File: src/sv/mms_pkg.sv
package mms_pkg;

  // Default sizes of the block.
  localparam int unsigned MAX_COLS_DEF   = 64;
  localparam int unsigned MAX_ROWS_DEF   = 1024;
  localparam int unsigned DEPTH_BITS_DEF = 4;

  // Fixed field and register widths.
  localparam int unsigned FIELD_DEPTH_W = 4;
  localparam int unsigned ROWS_REG_W    = 11;
  localparam int unsigned COLS_REG_W    = 7;
  localparam int unsigned CFG_DATA_W    = 11;
  localparam int unsigned CFG_IDX_W     = 1;

  // Register reset values.
  localparam logic [ROWS_REG_W-1:0] ROWS_RESET = ROWS_REG_W'(18);
  localparam logic [COLS_REG_W-1:0] COLS_RESET = COLS_REG_W'(12);

  // Register indexes.
  localparam logic [CFG_IDX_W-1:0] CFG_ROWS = 1'b0;
  localparam logic [CFG_IDX_W-1:0] CFG_COLS = 1'b1;

  // Input actions.
  localparam logic ACT_CELL  = 1'b0;
  localparam logic ACT_DRAIN = 1'b1;

  // Width of a window count (at most nine nonzero cells).
  localparam int unsigned CNT_W = 4;

  // Sequencer states.
  typedef enum logic [2:0] {
    S_IDLE,
    S_EVAL,
    S_RDC,
    S_CHK,
    S_ACC,
    S_DIV,
    S_OUT
  } state_e;

endpackage

File: src/sv/masked_mean_3x3_smoother.sv
// Masked 3x3 mean smoother for a raster stream of depth cells.
// Input channel: in_valid_i / in_stall_o carry one item (action_i, cell_depth_i).
// A cell item writes the cell into a ring memory of 2*MAX_COLS+3 entries; a drain
// item releases one pending cell once the whole frame has been received.
// Output channel: out_valid_o / out_stall_i carry the smoothed cell and frame_last_o.
// A cell leaves one row plus one cell after it entered, in raster order.
// Items are handled one at a time by a sequencer around the ring memory:
// an item that releases nothing passes through S_EVAL only, a border or zero cell
// through S_RDC, S_CHK and S_OUT, and an interior nonzero cell also through S_ACC
// and S_DIV, with nine reads of its window through the one read port of the
// memory and a bit-serial divider.
// Results sit in an output register, so a new item is accepted while a result
// waits; when the receiver stalls, the next result waits in the sequencer and
// the input stalls until the output register is free.
// Reset restores 18 rows and 12 columns and starts an empty frame; the ring
// memory is not cleared, as no entry is read before the frame has written it.
// A configuration write (cfg_we_i, cfg_index_i, cfg_data_i) takes effect at once
// and starts a new frame.
module masked_mean_3x3_smoother #(
  parameter int unsigned MAX_COLS   = mms_pkg::MAX_COLS_DEF,
  parameter int unsigned MAX_ROWS   = mms_pkg::MAX_ROWS_DEF,
  parameter int unsigned DEPTH_BITS = mms_pkg::DEPTH_BITS_DEF
) (
  input  logic                               clk_i,
  input  logic                               rst_ni,
  input  logic                               in_valid_i,
  output logic                               in_stall_o,
  input  logic                               action_i,
  input  logic [mms_pkg::FIELD_DEPTH_W-1:0]  cell_depth_i,
  output logic                               out_valid_o,
  input  logic                               out_stall_i,
  output logic [mms_pkg::FIELD_DEPTH_W-1:0]  smoothed_depth_o,
  output logic                               frame_last_o,
  input  logic                               cfg_we_i,
  input  logic [mms_pkg::CFG_IDX_W-1:0]      cfg_index_i,
  input  logic [mms_pkg::CFG_DATA_W-1:0]     cfg_data_i
);

  localparam int unsigned WIN    = 2 * MAX_COLS + 3;
  localparam int unsigned AW     = $clog2(WIN);
  localparam int unsigned DB     = DEPTH_BITS;
  localparam int unsigned ROW_W  = $clog2(MAX_ROWS + 1);
  localparam int unsigned COL_W  = $clog2(MAX_COLS + 1);
  localparam int unsigned IDX_W  = $clog2(MAX_ROWS * MAX_COLS + 1);
  localparam int unsigned SUM_W  = DB + 4;
  localparam int unsigned CW     = mms_pkg::CNT_W;
  localparam int unsigned RW     = mms_pkg::ROWS_REG_W;
  localparam int unsigned CLW    = mms_pkg::COLS_REG_W;
  localparam int unsigned FW     = mms_pkg::FIELD_DEPTH_W;

  mms_pkg::state_e state_q, state_d;

  logic [RW-1:0]    rows_q, rows_d;
  logic [CLW-1:0]   cols_q, cols_d;
  logic [ROW_W-1:0] nr;
  logic [COL_W-1:0] nc;
  logic [IDX_W-1:0] total_q;
  logic [IDX_W-1:0] in_idx_q, in_idx_d;
  logic [IDX_W-1:0] out_idx_q, out_idx_d;
  logic [AW-1:0]    wptr_q, wptr_d;
  logic [AW-1:0]    rptr_q, rptr_d;
  logic [ROW_W-1:0] row_q, row_d;
  logic [COL_W-1:0] col_q, col_d;
  logic             act_q;
  logic [DB-1:0]    din_q;
  logic [AW-1:0]    win_addr_q, win_addr_d;
  logic [3:0]       k_q, k_d;
  logic [1:0]       j_q, j_d;
  logic [SUM_W-1:0] sum_q, sum_d;
  logic [CW-1:0]    cnt_q, cnt_d;
  logic [DB-1:0]    res_q, res_d;
  logic             out_valid_q, out_valid_d;
  logic [FW-1:0]    out_depth_q, out_depth_d;
  logic             out_last_q, out_last_d;

  logic             mem_we, mem_re;
  logic [AW-1:0]    mem_raddr;
  logic [DB-1:0]    mem_rdata;
  logic             div_start, div_done;
  logic [SUM_W-1:0] div_quo;

  logic [IDX_W-1:0] in_new, out_new;
  logic [AW:0]      base_wide, step_wide;
  logic [AW-1:0]    base_addr, next_addr;
  logic [SUM_W-1:0] acc_sum;
  logic [CW-1:0]    acc_cnt;
  logic             interior;
  logic             accept;

  // Saturate the frame size registers to the supported range.
  always_comb begin
    if (rows_q == '0) begin
      nr = ROW_W'(1);
    end else if (32'(rows_q) > MAX_ROWS) begin
      nr = ROW_W'(MAX_ROWS);
    end else begin
      nr = ROW_W'(rows_q);
    end
    if (cols_q == '0) begin
      nc = COL_W'(1);
    end else if (32'(cols_q) > MAX_COLS) begin
      nc = COL_W'(MAX_COLS);
    end else begin
      nc = COL_W'(cols_q);
    end
  end

  // Cell count of the frame, registered after the multiplier.
  always_ff @(posedge clk_i) begin
    total_q <= IDX_W'(nr * nc);
  end

  // Ring addresses: window origin one row plus one cell before the centre,
  // and the step to the next window cell.
  always_comb begin
    base_wide = (AW+1)'(rptr_q) + (AW+1)'(WIN) - (AW+1)'(nc) - (AW+1)'(1);
    base_addr = (base_wide >= (AW+1)'(WIN)) ? AW'(base_wide - (AW+1)'(WIN))
                                            : AW'(base_wide);
    if (j_q == 2'd2) begin
      step_wide = (AW+1)'(win_addr_q) + (AW+1)'(nc) - (AW+1)'(2);
    end else begin
      step_wide = (AW+1)'(win_addr_q) + (AW+1)'(1);
    end
    next_addr = (step_wide >= (AW+1)'(WIN)) ? AW'(step_wide - (AW+1)'(WIN))
                                            : AW'(step_wide);
  end

  assign in_new   = in_idx_q + IDX_W'(1);
  assign out_new  = out_idx_q + IDX_W'(1);
  assign acc_sum  = sum_q + SUM_W'(mem_rdata);
  assign acc_cnt  = cnt_q + CW'(mem_rdata != '0);
  assign interior = (mem_rdata != '0) && (row_q != '0) && (col_q != '0) &&
                    ((ROW_W+1)'(row_q) + (ROW_W+1)'(1) < (ROW_W+1)'(nr)) &&
                    ((COL_W+1)'(col_q) + (COL_W+1)'(1) < (COL_W+1)'(nc));
  assign accept   = in_valid_i && !in_stall_o;

  // Sequencer: next state, memory accesses and index updates.
  always_comb begin
    state_d     = state_q;
    rows_d      = rows_q;
    cols_d      = cols_q;
    in_idx_d    = in_idx_q;
    out_idx_d   = out_idx_q;
    wptr_d      = wptr_q;
    rptr_d      = rptr_q;
    row_d       = row_q;
    col_d       = col_q;
    win_addr_d  = win_addr_q;
    k_d         = k_q;
    j_d         = j_q;
    sum_d       = sum_q;
    cnt_d       = cnt_q;
    res_d       = res_q;
    out_valid_d = out_valid_q && out_stall_i;
    out_depth_d = out_depth_q;
    out_last_d  = out_last_q;
    mem_we      = 1'b0;
    mem_re      = 1'b0;
    mem_raddr   = rptr_q;
    div_start   = 1'b0;

    unique case (state_q)
      mms_pkg::S_IDLE: begin
        if (accept) begin
          state_d = mms_pkg::S_EVAL;
        end
      end
      mms_pkg::S_EVAL: begin
        state_d = mms_pkg::S_IDLE;
        if (act_q == mms_pkg::ACT_CELL && in_idx_q < total_q) begin
          // Store the cell; release the centre once its window is complete.
          mem_we   = 1'b1;
          in_idx_d = in_new;
          wptr_d   = (wptr_q == AW'(WIN - 1)) ? '0 : wptr_q + AW'(1);
          if (in_new - out_idx_q >= IDX_W'(nc) + IDX_W'(2) && out_idx_q < total_q) begin
            state_d = mms_pkg::S_RDC;
          end
        end else if (in_idx_q >= total_q && out_idx_q < total_q) begin
          state_d = mms_pkg::S_RDC;
        end
      end
      mms_pkg::S_RDC: begin
        mem_re    = 1'b1;
        mem_raddr = rptr_q;
        state_d   = mms_pkg::S_CHK;
      end
      mms_pkg::S_CHK: begin
        res_d = mem_rdata;
        if (interior) begin
          mem_re     = 1'b1;
          mem_raddr  = base_addr;
          win_addr_d = base_addr;
          k_d        = '0;
          j_d        = '0;
          sum_d      = '0;
          cnt_d      = '0;
          state_d    = mms_pkg::S_ACC;
        end else begin
          state_d = mms_pkg::S_OUT;
        end
      end
      mms_pkg::S_ACC: begin
        // Accumulate one window cell a cycle while the next one is read.
        sum_d = acc_sum;
        cnt_d = acc_cnt;
        if (k_q == 4'd8) begin
          div_start = 1'b1;
          state_d   = mms_pkg::S_DIV;
        end else begin
          mem_re     = 1'b1;
          mem_raddr  = next_addr;
          win_addr_d = next_addr;
          k_d        = k_q + 4'd1;
          j_d        = (j_q == 2'd2) ? 2'd0 : j_q + 2'd1;
        end
      end
      mms_pkg::S_DIV: begin
        if (div_done) begin
          res_d   = DB'(div_quo);
          state_d = mms_pkg::S_OUT;
        end
      end
      mms_pkg::S_OUT: begin
        if (!out_valid_q || !out_stall_i) begin
          out_valid_d = 1'b1;
          out_depth_d = FW'(res_q);
          state_d     = mms_pkg::S_IDLE;
          if (out_new >= total_q) begin
            // Final cell: the next item starts a new frame.
            out_last_d = 1'b1;
            out_idx_d  = '0;
            in_idx_d   = '0;
            wptr_d     = '0;
            rptr_d     = '0;
            row_d      = '0;
            col_d      = '0;
          end else begin
            out_last_d = 1'b0;
            out_idx_d  = out_new;
            rptr_d     = (rptr_q == AW'(WIN - 1)) ? '0 : rptr_q + AW'(1);
            if ((COL_W+1)'(col_q) + (COL_W+1)'(1) == (COL_W+1)'(nc)) begin
              col_d = '0;
              row_d = row_q + ROW_W'(1);
            end else begin
              col_d = col_q + COL_W'(1);
            end
          end
        end
      end
      default: begin
        state_d = mms_pkg::S_IDLE;
      end
    endcase

    // Register writes start a new frame.
    if (cfg_we_i) begin
      unique case (cfg_index_i)
        mms_pkg::CFG_ROWS: rows_d = RW'(cfg_data_i);
        mms_pkg::CFG_COLS: cols_d = CLW'(cfg_data_i);
        default:           rows_d = rows_q;
      endcase
      in_idx_d  = '0;
      out_idx_d = '0;
      wptr_d    = '0;
      rptr_d    = '0;
      row_d     = '0;
      col_d     = '0;
    end
  end

  // Control state.
  always_ff @(posedge clk_i or negedge rst_ni) begin
    if (!rst_ni) begin
      state_q     <= mms_pkg::S_IDLE;
      rows_q      <= mms_pkg::ROWS_RESET;
      cols_q      <= mms_pkg::COLS_RESET;
      in_idx_q    <= '0;
      out_idx_q   <= '0;
      wptr_q      <= '0;
      rptr_q      <= '0;
      row_q       <= '0;
      col_q       <= '0;
      out_valid_q <= 1'b0;
    end else begin
      state_q     <= state_d;
      rows_q      <= rows_d;
      cols_q      <= cols_d;
      in_idx_q    <= in_idx_d;
      out_idx_q   <= out_idx_d;
      wptr_q      <= wptr_d;
      rptr_q      <= rptr_d;
      row_q       <= row_d;
      col_q       <= col_d;
      out_valid_q <= out_valid_d;
    end
  end

  // Payload and working registers.
  always_ff @(posedge clk_i) begin
    if (accept) begin
      act_q <= action_i;
      din_q <= DB'(cell_depth_i);
    end
    win_addr_q  <= win_addr_d;
    k_q         <= k_d;
    j_q         <= j_d;
    sum_q       <= sum_d;
    cnt_q       <= cnt_d;
    res_q       <= res_d;
    out_depth_q <= out_depth_d;
    out_last_q  <= out_last_d;
  end

  mms_ring_mem #(
    .DW    (DB),
    .DEPTH (WIN),
    .AW    (AW)
  ) u_mem (
    .clk_i   (clk_i),
    .we_i    (mem_we),
    .waddr_i (wptr_q),
    .wdata_i (din_q),
    .re_i    (mem_re),
    .raddr_i (mem_raddr),
    .rdata_o (mem_rdata)
  );

  mms_divider #(
    .SUM_W (SUM_W)
  ) u_div (
    .clk_i      (clk_i),
    .rst_ni     (rst_ni),
    .start_i    (div_start),
    .dividend_i (acc_sum),
    .divisor_i  (acc_cnt),
    .done_o     (div_done),
    .quotient_o (div_quo)
  );

  assign in_stall_o       = (state_q != mms_pkg::S_IDLE);
  assign out_valid_o      = out_valid_q;
  assign smoothed_depth_o = out_depth_q;
  assign frame_last_o     = out_last_q;

endmodule

File: src/sv/mms_ring_mem.sv
module mms_ring_mem #(
  parameter int unsigned DW    = 4,
  parameter int unsigned DEPTH = 131,
  parameter int unsigned AW    = $clog2(DEPTH)
) (
  input  logic          clk_i,
  input  logic          we_i,
  input  logic [AW-1:0] waddr_i,
  input  logic [DW-1:0] wdata_i,
  input  logic          re_i,
  input  logic [AW-1:0] raddr_i,
  output logic [DW-1:0] rdata_o
);

  logic [DW-1:0] mem_q [DEPTH];
  logic [DW-1:0] rdata_q;

  // Single write port.
  always_ff @(posedge clk_i) begin
    if (we_i) begin
      mem_q[waddr_i] <= wdata_i;
    end
  end

  // Registered read port.
  always_ff @(posedge clk_i) begin
    if (re_i) begin
      rdata_q <= mem_q[raddr_i];
    end
  end

  assign rdata_o = rdata_q;

endmodule

File: src/sv/mms_divider.sv
module mms_divider #(
  parameter int unsigned SUM_W = 8
) (
  input  logic                       clk_i,
  input  logic                       rst_ni,
  input  logic                       start_i,
  input  logic [SUM_W-1:0]           dividend_i,
  input  logic [mms_pkg::CNT_W-1:0]  divisor_i,
  output logic                       done_o,
  output logic [SUM_W-1:0]           quotient_o
);

  localparam int unsigned STEP_W = $clog2(SUM_W + 1);
  localparam int unsigned CW     = mms_pkg::CNT_W;

  logic                busy_q, busy_d;
  logic                done_q, done_d;
  logic [STEP_W-1:0]   step_q, step_d;
  logic [SUM_W-1:0]    num_q, num_d;
  logic [SUM_W-1:0]    quo_q, quo_d;
  logic [CW-1:0]       rem_q, rem_d;
  logic [CW-1:0]       div_q, div_d;
  logic [CW:0]         rem_sh;
  logic                ge;

  // One quotient bit per cycle, restoring division.
  always_comb begin
    busy_d = busy_q;
    done_d = 1'b0;
    step_d = step_q;
    num_d  = num_q;
    quo_d  = quo_q;
    rem_d  = rem_q;
    div_d  = div_q;
    rem_sh = {rem_q, num_q[SUM_W-1]};
    ge     = rem_sh >= {1'b0, div_q};
    if (start_i) begin
      busy_d = 1'b1;
      step_d = '0;
      num_d  = dividend_i;
      quo_d  = '0;
      rem_d  = '0;
      div_d  = divisor_i;
    end else if (busy_q) begin
      num_d  = {num_q[SUM_W-2:0], 1'b0};
      quo_d  = {quo_q[SUM_W-2:0], ge};
      rem_d  = ge ? CW'(rem_sh - {1'b0, div_q}) : CW'(rem_sh);
      step_d = step_q + STEP_W'(1);
      if (step_q == STEP_W'(SUM_W - 1)) begin
        busy_d = 1'b0;
        done_d = 1'b1;
      end
    end
  end

  always_ff @(posedge clk_i or negedge rst_ni) begin
    if (!rst_ni) begin
      busy_q <= 1'b0;
      done_q <= 1'b0;
      step_q <= '0;
    end else begin
      busy_q <= busy_d;
      done_q <= done_d;
      step_q <= step_d;
    end
  end

  always_ff @(posedge clk_i) begin
    num_q <= num_d;
    quo_q <= quo_d;
    rem_q <= rem_d;
    div_q <= div_d;
  end

  assign done_o     = done_q;
  assign quotient_o = quo_q;

endmodule
File: config.mk
export PLATFORM = sky130hd
export DESIGN_NAME = masked_mean_3x3_smoother
export DESIGN_NICKNAME = d
export VERILOG_FILES = /design/src/sv/mms_pkg.sv /design/src/sv/masked_mean_3x3_smoother.sv /design/src/sv/mms_ring_mem.sv /design/src/sv/mms_divider.sv
export SDC_FILE = /design/constraint.sdc
export NUM_CORES = 1
export LEC_CHECK = 0
export ABC_AREA = 1
export BUFFER_PORTS_ARGS = -buffer_cell sky130_fd_sc_hd__buf_2
export CELL_PAD_IN_SITES_DETAIL_PLACEMENT = 1
export CELL_PAD_IN_SITES_GLOBAL_PLACEMENT = 1
export CORE_MARGIN = 2
export CORE_UTILIZATION = 30
export CTS_CLUSTER_SIZE = 20
export DETAILED_ROUTE_END_ITERATION = 12
export PLACE_DENSITY = 0.6
export REMOVE_ABC_BUFFERS = 1
export SYNTH_ARGS = -nofsm -noshare
export SYNTH_HDL_FRONTEND = slang
export SYNTH_SLANG_ARGS = --single-unit
File: constraint.sdc
create_clock -name clk_i -period 6.1 [get_ports clk_i]
set_input_delay 1.22 -clock clk_i [delete_from_list [all_inputs] [get_ports clk_i]]
set_output_delay 1.22 -clock clk_i [all_outputs]
set_load 0.01 [all_outputs]
* Word level (Yosys, flattened, before mapping)
Memory sizes are Yosys's and may differ from the RTL's. A register that Yosys moved wholly into a read port is not among the register bits.
Cells that the tools add are included.
Widths: inputs -> output; s select.
** Storage, ports and cells
- Bits of input ports :: 22
- Logic and storage cells :: 213
- Memories :: 1
- Flip-flop bits (word level) :: 173
- Output and inout port bits :: 7
- RAM bits :: 524
- Memory bits (read-only) :: 0
- Bits in latches :: 0
** Memory list
- u_mem.mem_q :: depth 131, width 4, rd ports 1, clocked after memory_dff 1, write ports 1, line mms_ring_mem.sv:15 : logic [DW-1:0] mem_q [DEPTH];
** Cells by class
- Reduce and logical (&&, ||, !) cells :: 37
- Multiply operators :: 1
- Add/sub/neg operators :: 24
- Divide/modulo/power cells :: 0
- Bitwise logic cells :: 2
- $lt $le $gt $ge :: 12
- Eq/ne operators :: 21
- Muxes and demuxes :: 87
- Shift operators :: 0
** Operators by type and width (count)
- $mux 8 :: 19
- $mux 17 :: 8
- $mux 11 :: 7
- $pmux 8 s2 :: 4
- $mux 7 :: 7
- $add 17x1->17 const B :: 2
- $ge 17x17->1 :: 2
- $lt 17x17->1 :: 2
- $pmux 17 s2 :: 1
- $mux 4 :: 6
- $pmux 4 s2 :: 3
- $pmux 3 s7 :: 1
- $ge 9x8->1 const B :: 2
- $ge 17x8->1 :: 1
- $mul 11x7->17 :: 1
- $mux 1 :: 17
- $sub 17x17->17 :: 1
- $add 8x1->8 const B :: 2
- $eq 8x8->1 const B :: 2
- $sub 8x8->8 const B :: 2
- $mux 3 :: 5
- $add 11x1->12 const B :: 1
- $lt 12x11->1 :: 1
- $mux 2 :: 6
- 47 further kinds :: 81

* Longest topological paths before layout
Gate-level depths: netlist of the first run.
- Word-level depth :: 10
- Depth in mapped cells :: 39
- Gate-level depth less buffers :: 37

* Cells and area by module
A second synthesis of the first run with hierarchy kept.
** Unflattened totals
- Cells, all modules :: 4032
- Area total of the unflattened synthesis :: 37702.4 um^2
** Modules (own cells, without submodules)
- mms_ring_mem :: area an instance 21961.1 um^2, sequential area each 15855.2 um^2, cells an instance 1924, times used 1
- masked_mean_3x3_smoother :: area an instance 14425.1 um^2, sequential area each 3798.6 um^2, cells an instance 1962, times used 1
- mms_divider :: area an instance 1316.3 um^2, sequential area each 750.7 um^2, cells an instance 146, times used 1

* Worst setup path before layout of the first run
OpenSTA, ideal clock, no wires.
- Path type :: reg-to-reg
- From :: reg cols_q[4]
- To :: reg total_q[16]
- Clock period less this slack :: 5.098 ns
- Arrival time :: 4.977 ns
- Required time :: 5.979 ns
- Slack :: 1.002 ns
- Setup time :: 0.121 ns
- Cell stages (with the launch flop) :: 27
- Buffers on the path :: 0
- Path through :: dfrtp_1 -> nor2_1 -> nand4_1 -> nand2_1 -> inv_1 -> nor2_1 -> inv_1 -> nor2_1 -> fa_1 -> inv_1 -> fa_1 -> fa_1 -> inv_1 -> fa_1 -> ha_1 -> nand2_1 -> o21ai_0 -> a21oi_1 -> inv_1 -> a21oi_1 -> o21ai_0 -> nand3_1 -> nand2_1 -> a21oi_1 -> nor2_1 -> nor2_1 -> xor2_1
** Between the ends
- Word-level cells in the longest chain between the ends :: 4
- Elaborated cells on any way between the ends :: 5
- Those cells by class :: mul (1); order compare (1); mux (2); reduce/logical (1)
** Ends and longest elaborated chain
- start, declared :: line masked_mean_3x3_smoother.sv:54 : logic [CLW-1:0] cols_q, cols_d;
- start signal, assigned :: line masked_mean_3x3_smoother.sv:276 : cols_q <= mms_pkg::COLS_RESET;
- start signal, assigned :: line masked_mean_3x3_smoother.sv:287 : cols_q <= cols_d;
- $gt 7x7->1 :: line masked_mean_3x3_smoother.sv:101 : end else if (32'(cols_q) > MAX_COLS) begin
- $mux 7 :: line masked_mean_3x3_smoother.sv:101
- $mux 7 (*) :: line masked_mean_3x3_smoother.sv:99 : if (cols_q == '0) begin
- $mul 11x7->17 (*) :: line masked_mean_3x3_smoother.sv:110 : total_q <= IDX_W'(nr * nc);
- end signal, assigned :: line masked_mean_3x3_smoother.sv:110
- end, declared :: line masked_mean_3x3_smoother.sv:57 : logic [IDX_W-1:0] total_q;
Every way passes the cells marked *; elsewhere a longest branch is shown, timed or not.
A chain may end at the register's enable or synchronous reset.

* Final worst setup path of the first run
- From :: reg rows_q[0]
- To :: reg total_q[16]
** Between the ends
- Word-level cells in the longest chain between the ends :: 4
- Elaborated cells on any way between the ends :: 5
- Those cells by class :: mul (1); order compare (1); mux (2); reduce/logical (1)
** Ends and longest elaborated chain
- start, declared :: line masked_mean_3x3_smoother.sv:53 : logic [RW-1:0] rows_q, rows_d;
- start signal, assigned :: line masked_mean_3x3_smoother.sv:275 : rows_q <= mms_pkg::ROWS_RESET;
- start signal, assigned :: line masked_mean_3x3_smoother.sv:286 : rows_q <= rows_d;
- $gt 11x11->1 :: line masked_mean_3x3_smoother.sv:94 : end else if (32'(rows_q) > MAX_ROWS) begin
- $mux 11 :: line masked_mean_3x3_smoother.sv:94
- $mux 11 (*) :: line masked_mean_3x3_smoother.sv:92 : if (rows_q == '0) begin
- $mul 11x7->17 (*) :: line masked_mean_3x3_smoother.sv:110
Marks and branches as above.

==> impl_metrics.toml, run 1 <==
[layout]
antenna_cells = 0
finalNetCount = 4309
utilization_pct = 34.1
synthToLayoutAreaGrowth_pct = 13.1
drive_above_1_share_pct = 6.35
fill_cells = 14500
multi_input_area_mm2 = 0.0148
final_cells = 5787
seqCellArea_mm2 = 0.0203

[timing]
setup-violations-final = 0
rsz0062_at_grt = "false"
period_share_pct = 92.4
relSlewSlack_pct = 13.3
worst_pin_slew_ns = 1.30
hold_viol_final = 0
skew_ns = 0.0588
fin_ws_ns = 0.463
period_needed_ns = 5.64
whs_ns = 0.422
drv_slew = 0
clock.fmax_mhz = 177

[place]
place_ws_ns = 0.375
gp_congestion = 0.806
place_inst = 5619
dp_hpwl_mm = 74.8
io_buffer_count = 28

[clock_network]
ctsHtreeMaxLevel = 3
cts_tree = "built"
worstSkewPairLatency_ns = 0.69
root_buffer = "clkbuf_16"
hold_buffers = 0
cts_buffer_depth = 3
clk_pin_slew_ns = 0.06
numCtsBuffers = 84
cts_sinks = 701

[status]
status = "finished clean"

[synth]
synth_edf_count = 580
yosys.area_share.simple_pct = 22.0
yosysSeqAreaShare_pct = 53.1
synthTopCellsByArea = "edfxtp_1 46%, nand3_1 7.4%, nand2_1 6.7%"
yosysMostFrequentCell = "nand2_1"
synthesis.area_mm2 = 0.0383
synth.area.mux_share_pct = 0.0294
synth_area_per_cell_um2 = 9.47
synth_compound_area_share_pct = 5.48
yosys_warnings = 0
syn_inst = 4040
synthArstFlopShare_pct = 13.7
synth_flop_cell = "edfxtp_1"
yosysTopAreaCell = "edfxtp_1"
synth_top_area_share_pct = 45.5
synthAdderAreaFrac_pct = 8.53
synth_top_family_by_area = "simple AND/OR/NAND/NOR gates"
synth_xor_area_share_pct = 2.45
ys_types = 64
synth_common_cells = "686 x nand2_1, 630 x inv_1, 580 x edfxtp_1"
synth-seq-cells = 701

[setup_path]
critPathCaptureType = "register"
cp.required_ns = 6.69
cpMostUsedCell = "inv_1"
r2r_cells = 26
crit_start = "rows_q[0]"
rrSetupSlack_ns = 0.46
cp.arrival_ns = 6.23
path_max_fanout = 9
slowest_delay_ns = 0.56
crit_end = "total_q[16]"
path_buf_inv = 5
startpoint_type = "register"
cp_slowest_cell = "fa_1"
r2r-start = "rows_q[0]"
crit_family = "adder cells"
path_class = "register to register"
rr_endpoint = "total_q[16]"
cp.depth = 26

[die]
rows = 131
die-area_mm2 = 0.130
coreArea_mm2 = 0.127
die_width_um = 361
io_pins = 29
die_h_um = 361
start_util_pct = 30.1

[route]
viasPerCell = 4.90
routed_wl_mm = 114
ant_nets = 0
route.detailed.drc = 0
post_drt_wl_per_cell_um = 19.7
first_pass_iters = 7
vias = 28300
drtIter0Drc = 1774

[worst_hold_path]
worstHoldStart = "res_q[0]"
hp-class = "register to register"

[flow_run]
drv_cap = 0

[global_routing]
first_global_vias = 29400
antenna_found_initial = 4
grt-ovfl-total = 0
grt_first_pass_wirelength_mm = 176
grt_use_total_pct = 17.4
grt_max_degree = 132

[pwr]
power.density_mw_per_mm2 = 472
p_total_mw = 20.4
p_leak_nw = 18.2
irDropWorstVdd_uv = 376
per-stage QoR:
| stage | setup TNS, ns | cell area [um2] |
|---|---|---|
| 2_1_floorplan | -3.73 | 37500 |
| 3_3_place_gp | 0 | 40300 |
| 3_5_place_dp | 0 | 40300 |
| 4_1_cts | 0 | 43100 |
| 5_1_grt | 0 | 43300 |
| 6_report | 0 | 43300 |
area by class of cell:
| class | instances | share of cell area [%] |
|---|---|---|
| clock buffer | 113 | 5.25 |
| multi-input combinational | 2538 | 34.2 |
| timing repair buffer | 86 | 1.90 |
| clock inverter | 43 | 1.26 |
| tap | 1662 | 4.80 |
| inverter | 644 | 5.58 |
| sequential | 701 | 47.0 |
cells by family (layout without fill, tap and decap cells):
family / count (synthesis) / in the layout
AO/OA/AOI/OAI: 369 / 369
XOR/XNOR: 107 / 107
adder cells (fa/ha/maj): 232 / 232
buffers and inverters: 804 / 886
flip-flops: 701 / 701
multiplexers: 1 / 1
other: 1 / 1
AND/OR/NAND/NOR: 1825 / 1828
worst min path at each step:
stage / slack, ns / endpoint / cells past startpoint
after global routing: 0.44 / smoothed_depth_o[0] / 0
final: 0.42 / smoothed_depth_o[0] / 0
after detailed placement: 0.42 / smoothed_depth_o[0] / 0
after CTS: 0.43 / smoothed_depth_o[0] / 0
after floorplan: 0.40 / smoothed_depth_o[0] / 0
after global placement: 0.41 / smoothed_depth_o[0] / 0
report_power, final:
part	internal (mW)	total, mW	switching (mW)
Clock	3.02	5.16	2.14
Combinational	2.92	9.34	6.42
Sequential	5.69	5.91	0.216
timing repair:
action,CTS,global route
endpoints found under the setup margin,0,4
buffers inserted,0,8
hold endpoints to repair,0,0
gates resized for setup,0,3
metal layers:
| layer | up-vias | wire (um) | part of all wire [%] | GRT usage, % |
|---|---|---|---|---|
| met2 | 477 | 53500 | 47 | 28.8 |
| met5 | - | 0 | 0 | 0 |
| met4 | 0 | 3340 | 2.9 | 5.68 |
| met3 | 164 | 4550 | 4.0 | 2.04 |
| met1 | 14100 | 52900 | 46 | 23.6 |
| li1 | 13600 | - | - | - |
placed cells by master, fill, tap and decap left out, types with 24 or more instances in the layout:
master and n:
a21oi_1 96, buf_2 27, buf_4 41, clkbuf_16 85
dfrtp_1 92, dfxtp_1 25, edfxtp_1 580, fa_1 48
ha_1 184, inv_1 630, nand2_1 686, nand3_1 566
nand3b_1 152, nand4_1 34, nor2_1 312, nor3_1 34
o211ai_1 28, o21ai_0 122, o21ai_1 57, xnor2_1 24
xor2_1 82
sequential cells by signal (all words and copies together) (netlist names), 7 cells and up:
register,flops
col_q,7
cols_q,7
in_idx_q,17
out_idx_q,17
row_q,11
rows_q,11
rptr_q,8
sum_q,8
total_q,17
u_div.num_q,8
u_mem.mem_q,524
win_addr_q,8
wptr_q,8
Power figures use the tool's default switching activity.
==> inputs of run 2 (changes only) <==
Settings changed: CELL_PAD_IN_SITES_DETAIL_PLACEMENT 1 to 0.
==> run 2 against run 1 <==
Combinational power shrank 3.5%. Clock-buffer cell count shrank 2. First-iteration DRC count grew 29%. Hold slack gained 0.00059 ns. Final cell count shrank 0.16%. Largest power group unchanged. Non-clock buffer count shrank 6. Critical path type unchanged. Largest cell class unchanged. Final area shrank 0.60%. Utilization shrank 0.20 points. Fmax grew 0.25%. Routed wire length shrank 5.8%. Clock skew shrank 0.014 ns. Die area is the same.
==> impl_metrics.toml, run 2 (synthesis gave the netlist of run 1 again) <==
[status]
status = "finished clean"

[clock_network]
cts_sinks = 701
hold_buffers = 0
ctsHtreeMaxLevel = 3
cts_tree = "built"
root_buffer = "clkbuf_16"
numCtsBuffers = 84
worstSkewPairLatency_ns = 0.67
cts_buffer_depth = 3
clk_pin_slew_ns = 0.06

[timing]
clock.fmax_mhz = 178
whs_ns = 0.423
period_share_pct = 92.2
drv_slew = 0
worst_pin_slew_ns = 1.31
rsz0062_at_grt = "false"
tns_ns = 0
skew_ns = 0.0444
period_needed_ns = 5.62
setup-violations-final = 0
relSlewSlack_pct = 12.8
hold_viol_final = 0

[setup_path]
r2r-start = "cols_q[2]"
cpMostUsedCell = "nand3_1"
startpoint_type = "register"
cp.arrival_ns = 6.04
crit_start = "cols_q[2]"
critPathCaptureType = "register"
slowest_delay_ns = 0.53
crit_end = "u_mem.rdata_o[1]"
path_buf_inv = 5
cp_slowest_cell = "dfstp_2"
crit_family = "simple AND/OR/NAND/NOR gates"
path_class = "register to register"
rrSetupSlack_ns = 0.48
rr_endpoint = "u_mem.rdata_o[1]"
path_max_fanout = 107
cp.depth = 32
cp.required_ns = 6.51
r2r_cells = 32

[global_routing]
first_global_vias = 27200
grt-ovfl-total = 0
antenna_found_initial = 4
grt_max_degree = 132
grt_use_total_pct = 16.3
grt_first_pass_wirelength_mm = 165

[layout]
final_common_cell = "nand2_1"
antenna_cells = 0
regMostFlops = "u_mem.mem_q"
finalNetCount = 4302
largest_register_ffs = 524
drive_above_1_share_pct = 5.98
stdcell_area_mm2 = 0.0430
synthToLayoutAreaGrowth_pct = 12.4
most-common-layout-cells = "686 x nand2_1, 630 x inv_1, 580 x edfxtp_1"
fill_cells = 13100

[route]
viasPerCell = 4.76
drtIter0Drc = 2295
post_drt_wl_per_cell_um = 18.6
vias = 27500
first_pass_iters = 6
route.detailed.drc = 0
ant_nets = 0
routed_wl_mm = 108

[worst_hold_path]
hp-class = "register to register"
worstHoldStart = "res_q[2]"

[place]
gp_congestion = 0.806
placed_cell_area_mm2 = 0.0403
io_buffer_count = 28
dp_hpwl_mm = 70.0

[pwr]
p_total_mw = 19.8
irDropWorstVdd_uv = 670
p_leak_nw = 18.1
power.density_mw_per_mm2 = 460

[flow_run]
drv_cap = 0

[die]
rows = 131
die-area_mm2 = 0.130
start_util_pct = 30.1
coreArea_mm2 = 0.127
die_width_um = 361
die_h_um = 361
io_pins = 29
run 2: power by group:
| group | switching, mW | total [mW] | leakage (nW) | internal (mW) |
|---|---|---|---|---|
| combinational | 6.22 | 9.01 | 10.0 | 2.79 |
| sequential | 0.208 | 5.90 | 6.72 | 5.69 |
| clock | 2.08 | 4.90 | 1.29 | 2.82 |
run 2: worst min-delay path by stage:
stage | to | slack, ns | depth (start not counted)
6_report | smoothed_depth_o[2] | 0.42 | 0
2_1_floorplan | smoothed_depth_o[0] | 0.40 | 0
3_5_place_dp | smoothed_depth_o[2] | 0.42 | 0
3_3_place_gp | smoothed_depth_o[0] | 0.41 | 0
5_1_grt | smoothed_depth_o[0] | 0.44 | 0
4_1_cts | smoothed_depth_o[0] | 0.42 | 0
run 2: per-stage QoR:
| step | utilization (%) | worst slack (ns) | std cells |
|---|---|---|---|
| 2_1_floorplan | - | -0.937 | 3880 |
| 3_3_place_gp | 31.7 | 0.501 | 5619 |
| 3_5_place_dp | 31.7 | 0.475 | 5619 |
| 4_1_cts | 33.8 | 0.458 | 5773 |
| 5_1_grt | 33.9 | 0.0349 | 5778 |
| 6_report | 33.9 | 0.477 | 5778 |
run 2: routing by layer:
layer / up-vias / wire, um / track usage, %
li1: 13600 / - / -
met4: 0 / 2830 / 4.88
met1: 13200 / 50400 / 22.6
met3: 144 / 4760 / 2.28
met2: 553 / 49600 / 26.5
met5: - / 0 / 0
run 2: worst reg2reg max path: cells and delay by family (launching register included):
family / cells / cell delay, ns
compound gates: 1 / 0.24
xor+xnor: 1 / 0.21
buf+inv: 5 / 0.74
simple gates: 22 / 2.84
fa+ha+maj: 3 / 0.79
flops: 1 / 0.53
run 2: area by class of cell:
cell class,count,area (um2),share of cell area [%]
repair buffers,80,716,1.66
well taps,1662,2080,4.83
clock buffers,111,2240,5.22
inverters,644,2420,5.62
clock inverters,43,440,1.02
flip-flops and latches,701,20300,47.2
multi-input cells,2537,14800,34.4
run 2: repair_timing:
item | CTS | global route
setup buffers | 0 | 3
setup endpoints to repair | 0 | 4
resized for setup | 0 | 1
==> inputs of run 3 (changes only) <==
Settings changed: ABC_AREA 1 to unset, CTS_BUF_LIST set to sky130_fd_sc_hd__clkbuf_4 sky130_fd_sc_hd__clkbuf_8, PLACE_DENSITY 0.6 to 0.59, SKIP_LAST_GASP set to 1.
==> run 3 against run 2 <==
Global-route usage grew 0.63 points. Fmax shrank 4.1%. Clock power shrank 7.6%. Combinational power shrank 72%. Utilization grew 0.58 points. Via count shrank 8.9%. Critical path type unchanged.
==> impl_metrics.toml, run 3 <==
[clock_network]
cts_buffer_depth = 3
clk_pin_slew_ns = 0.06
worstSkewPairLatency_ns = 0.83
cts_sinks = 701
numCtsBuffers = 130
root_buffer = "clkbuf_8"
ctsHtreeMaxLevel = 4
cts_tree = "built"

[setup_path]
cp_slowest_cell = "or4_1"
cp.arrival_ns = 6.42
slowest_delay_ns = 0.51
startpoint_type = "register"
cp.required_ns = 6.66
critPathCaptureType = "register"
path_class = "register to register"
cp_cell_sequence = "or4_1, nor2_1, o21ai_1, inv_1, buf_4, ha_1, ha_1, inv_1, fa_1, nand2b_1, a21oi_1, o41ai_1, or3_4, a41o_1, a2111o_1, xor2_2, a221oi_4, buf_12, or2b_2, a31oi_1, a31oi_1, nand4_1, o311ai_2"
path_max_fanout = 8

[synth]
synth.area.mux_share_pct = 6.25
yosysMostFrequentCell = "edfxtp_1"
synthArstFlopShare_pct = 13.7
syn_inst = 3190
synth_area_per_cell_um2 = 11.4
synth-seq-cells = 701
yosys.area_share.simple_pct = 13.9
synth_common_cells = "580 x edfxtp_1, 446 x nand2_1, 268 x nor2_1"
yosys_warnings = 0
synthAdderAreaFrac_pct = 8.94
synthTopCellsByArea = "edfxtp_1 48%, dfrtp_1 6.3%, ha_1 6.3%"
ys_types = 96
synth_top_family_by_area = "simple AND/OR/NAND/NOR gates"
synth_top_area_share_pct = 47.7
synth_compound_area_share_pct = 8.38
synthesis.area_mm2 = 0.0365
synth_xor_area_share_pct = 2.45
synth_flop_cell = "edfxtp_1"
yosysSeqAreaShare_pct = 55.7
synth_edf_count = 580
yosysTopAreaCell = "edfxtp_1"

[global_routing]
grt_use_total_pct = 17.0
grt-ovfl-total = 0
grt_first_pass_wirelength_mm = 160
met1_usage_pct = 23.0
grt_max_degree = 112
antenna_found_initial = 2
use_met3_pct = 3.50
top_usage_layer = "met2"
first_global_vias = 25300
grt.met2_usage_pct = 26.8

[route]
ant_nets = 0
routed_wl_mm = 107
post_drt_wl_per_cell_um = 21.3
viasPerCell = 4.98
first_pass_iters = 5
route.detailed.drc = 0
drtIter0Drc = 1976
vias = 25100

[place]
dp_hpwl_mm = 71.7
place_ws_ns = 0.110
io_buffer_count = 28
gp_congestion = 0.810

[timing]
fin_ws_ns = 0.234
skew_ns = 0.0643
period_needed_ns = 5.87
period_share_pct = 96.2
relSlewSlack_pct = 16.5
worst_pin_slew_ns = 1.25
rsz0062_at_grt = "true"
tns_ns = 0
drv_slew = 0
setup-violations-final = 0
hold_viol_final = 0
clock.fmax_mhz = 170

[die]
die_h_um = 353
start_util_pct = 30.1
io_pins = 29
die-area_mm2 = 0.125
coreArea_mm2 = 0.121
rows = 128
die_width_um = 353

[layout]
drive_above_1_share_pct = 12.6
largest_register_ffs = 524
regMostFlops = "u_mem.mem_q"
synthToLayoutAreaGrowth_pct = 14.4
final_common_cell = "edfxtp_1"
finalNetCount = 3573
most-common-layout-cells = "580 x edfxtp_1, 444 x nand2_1, 263 x nor2_1"

[status]
status = "finished clean"

[worst_hold_path]
hp-class = "register to register"

[pwr]
power.density_mw_per_mm2 = 295
irDropWorstVdd_uv = 266
p_leak_nw = 15.9

[flow_run]
drv_cap = 0
==> run 3: cell types whose count changed after synthesis, sizes merged, moves of 54 or more <==
cell    previous run  this run
nand2            695       447
o21ai            181        67
mux2i              0       182
xor2              83        29
inv              641       221
nand3b           152         4
nand3            567       222
==> run 3: per-layer routing <==
metal | part of all wire, % | vias up
met1 | 45 | 12400
met5 | 0 | -
met3 | 6.1 | 183
met2 | 46 | 700
met4 | 2.9 | 0
li1 | - | 11800
==> run 3: repair_timing <==
item / CTS / global route
gates resized for setup: 0 / 26
setup buffers: 0 / 11
endpoints found under the setup margin: 0 / 5
hold buffers: 0 / 0
==> run 3: layout make-up <==
class | count | area, um2
diodes | 2 | 5.00
clock buffers | 179 | 2210
flip-flops and latches | 701 | 20300
multi-input cells | 2119 | 14700
clock inverters | 41 | 337
fillers | 12100 | 79500
repair buffers | 142 | 1290
inverters | 225 | 845
well taps | 1625 | 2030
==> run 3: worst max-delay path, delay by kind of cell (launching register included) <==
| kind | cells | cell delay, ns |
|---|---|---|
| compound gates | 9 | 1.78 |
| simple gates | 6 | 1.92 |
| flops | 1 | 0.37 |
| xor+xnor | 1 | 0.28 |
| buf+inv | 4 | 0.53 |
| fa+ha+maj | 3 | 0.72 |
==> run 3: power by group <==
group	internal (mW)	switching (mW)	total [mW]
Clock	2.48	2.05	4.53
Sequential	5.22	0.0613	5.29
Combinational	0.997	1.53	2.52
Total	8.70	3.63	12.3
==> run 3: kinds of logic (layout without fill, tap and decap cells) <==
| group | after synthesis | in the layout |
|---|---|---|
| other | 1 | 3 |
| muxes | 214 | 214 |
| buffers and inverters | 370 | 587 |
| xor gates and xnor gates | 102 | 102 |
| AOI/OAI and AO/OA | 434 | 434 |
| and+or+nand+nor | 1136 | 1136 |
| adders and majority gates | 232 | 232 |
| DFF | 701 | 701 |
==> run 3: final timing paths <==
path / end / start / depth (start not counted) / slack, ns
worst max-delay path: u_mem.rdata_o[0] / cols_q[1] / 23 / 0.23
worst min-delay path: smoothed_depth_o[1] / res_q[1] / 0 / 0.42
worst max register to register: u_mem.rdata_o[0] / cols_q[1] / 23 / 0.23
worst min register to register: smoothed_depth_o[1] / res_q[1] / 0 / 0.42
max in group asynchronous: out_idx_q[1] / rst_ni / 2 / 4.40
min in group asynchronous: rows_q[5] / rst_ni / 1 / 0.49
==> run 3: per-stage QoR <==
step                utilization, %  power (mW)  instance area, um2  hold WS, ns  instances
finish                        34.5        12.3               41800        0.420       5034
global route                  34.5        13.0               41800        0.428       5033
CTS                           34.2        12.4               41400        0.419       5017
detailed placement            32.1        7.83               38900        0.418       4797
global placement              32.1        7.84               38900        0.408       4797
floorplan                        -        7.10               35700        0.400       3045
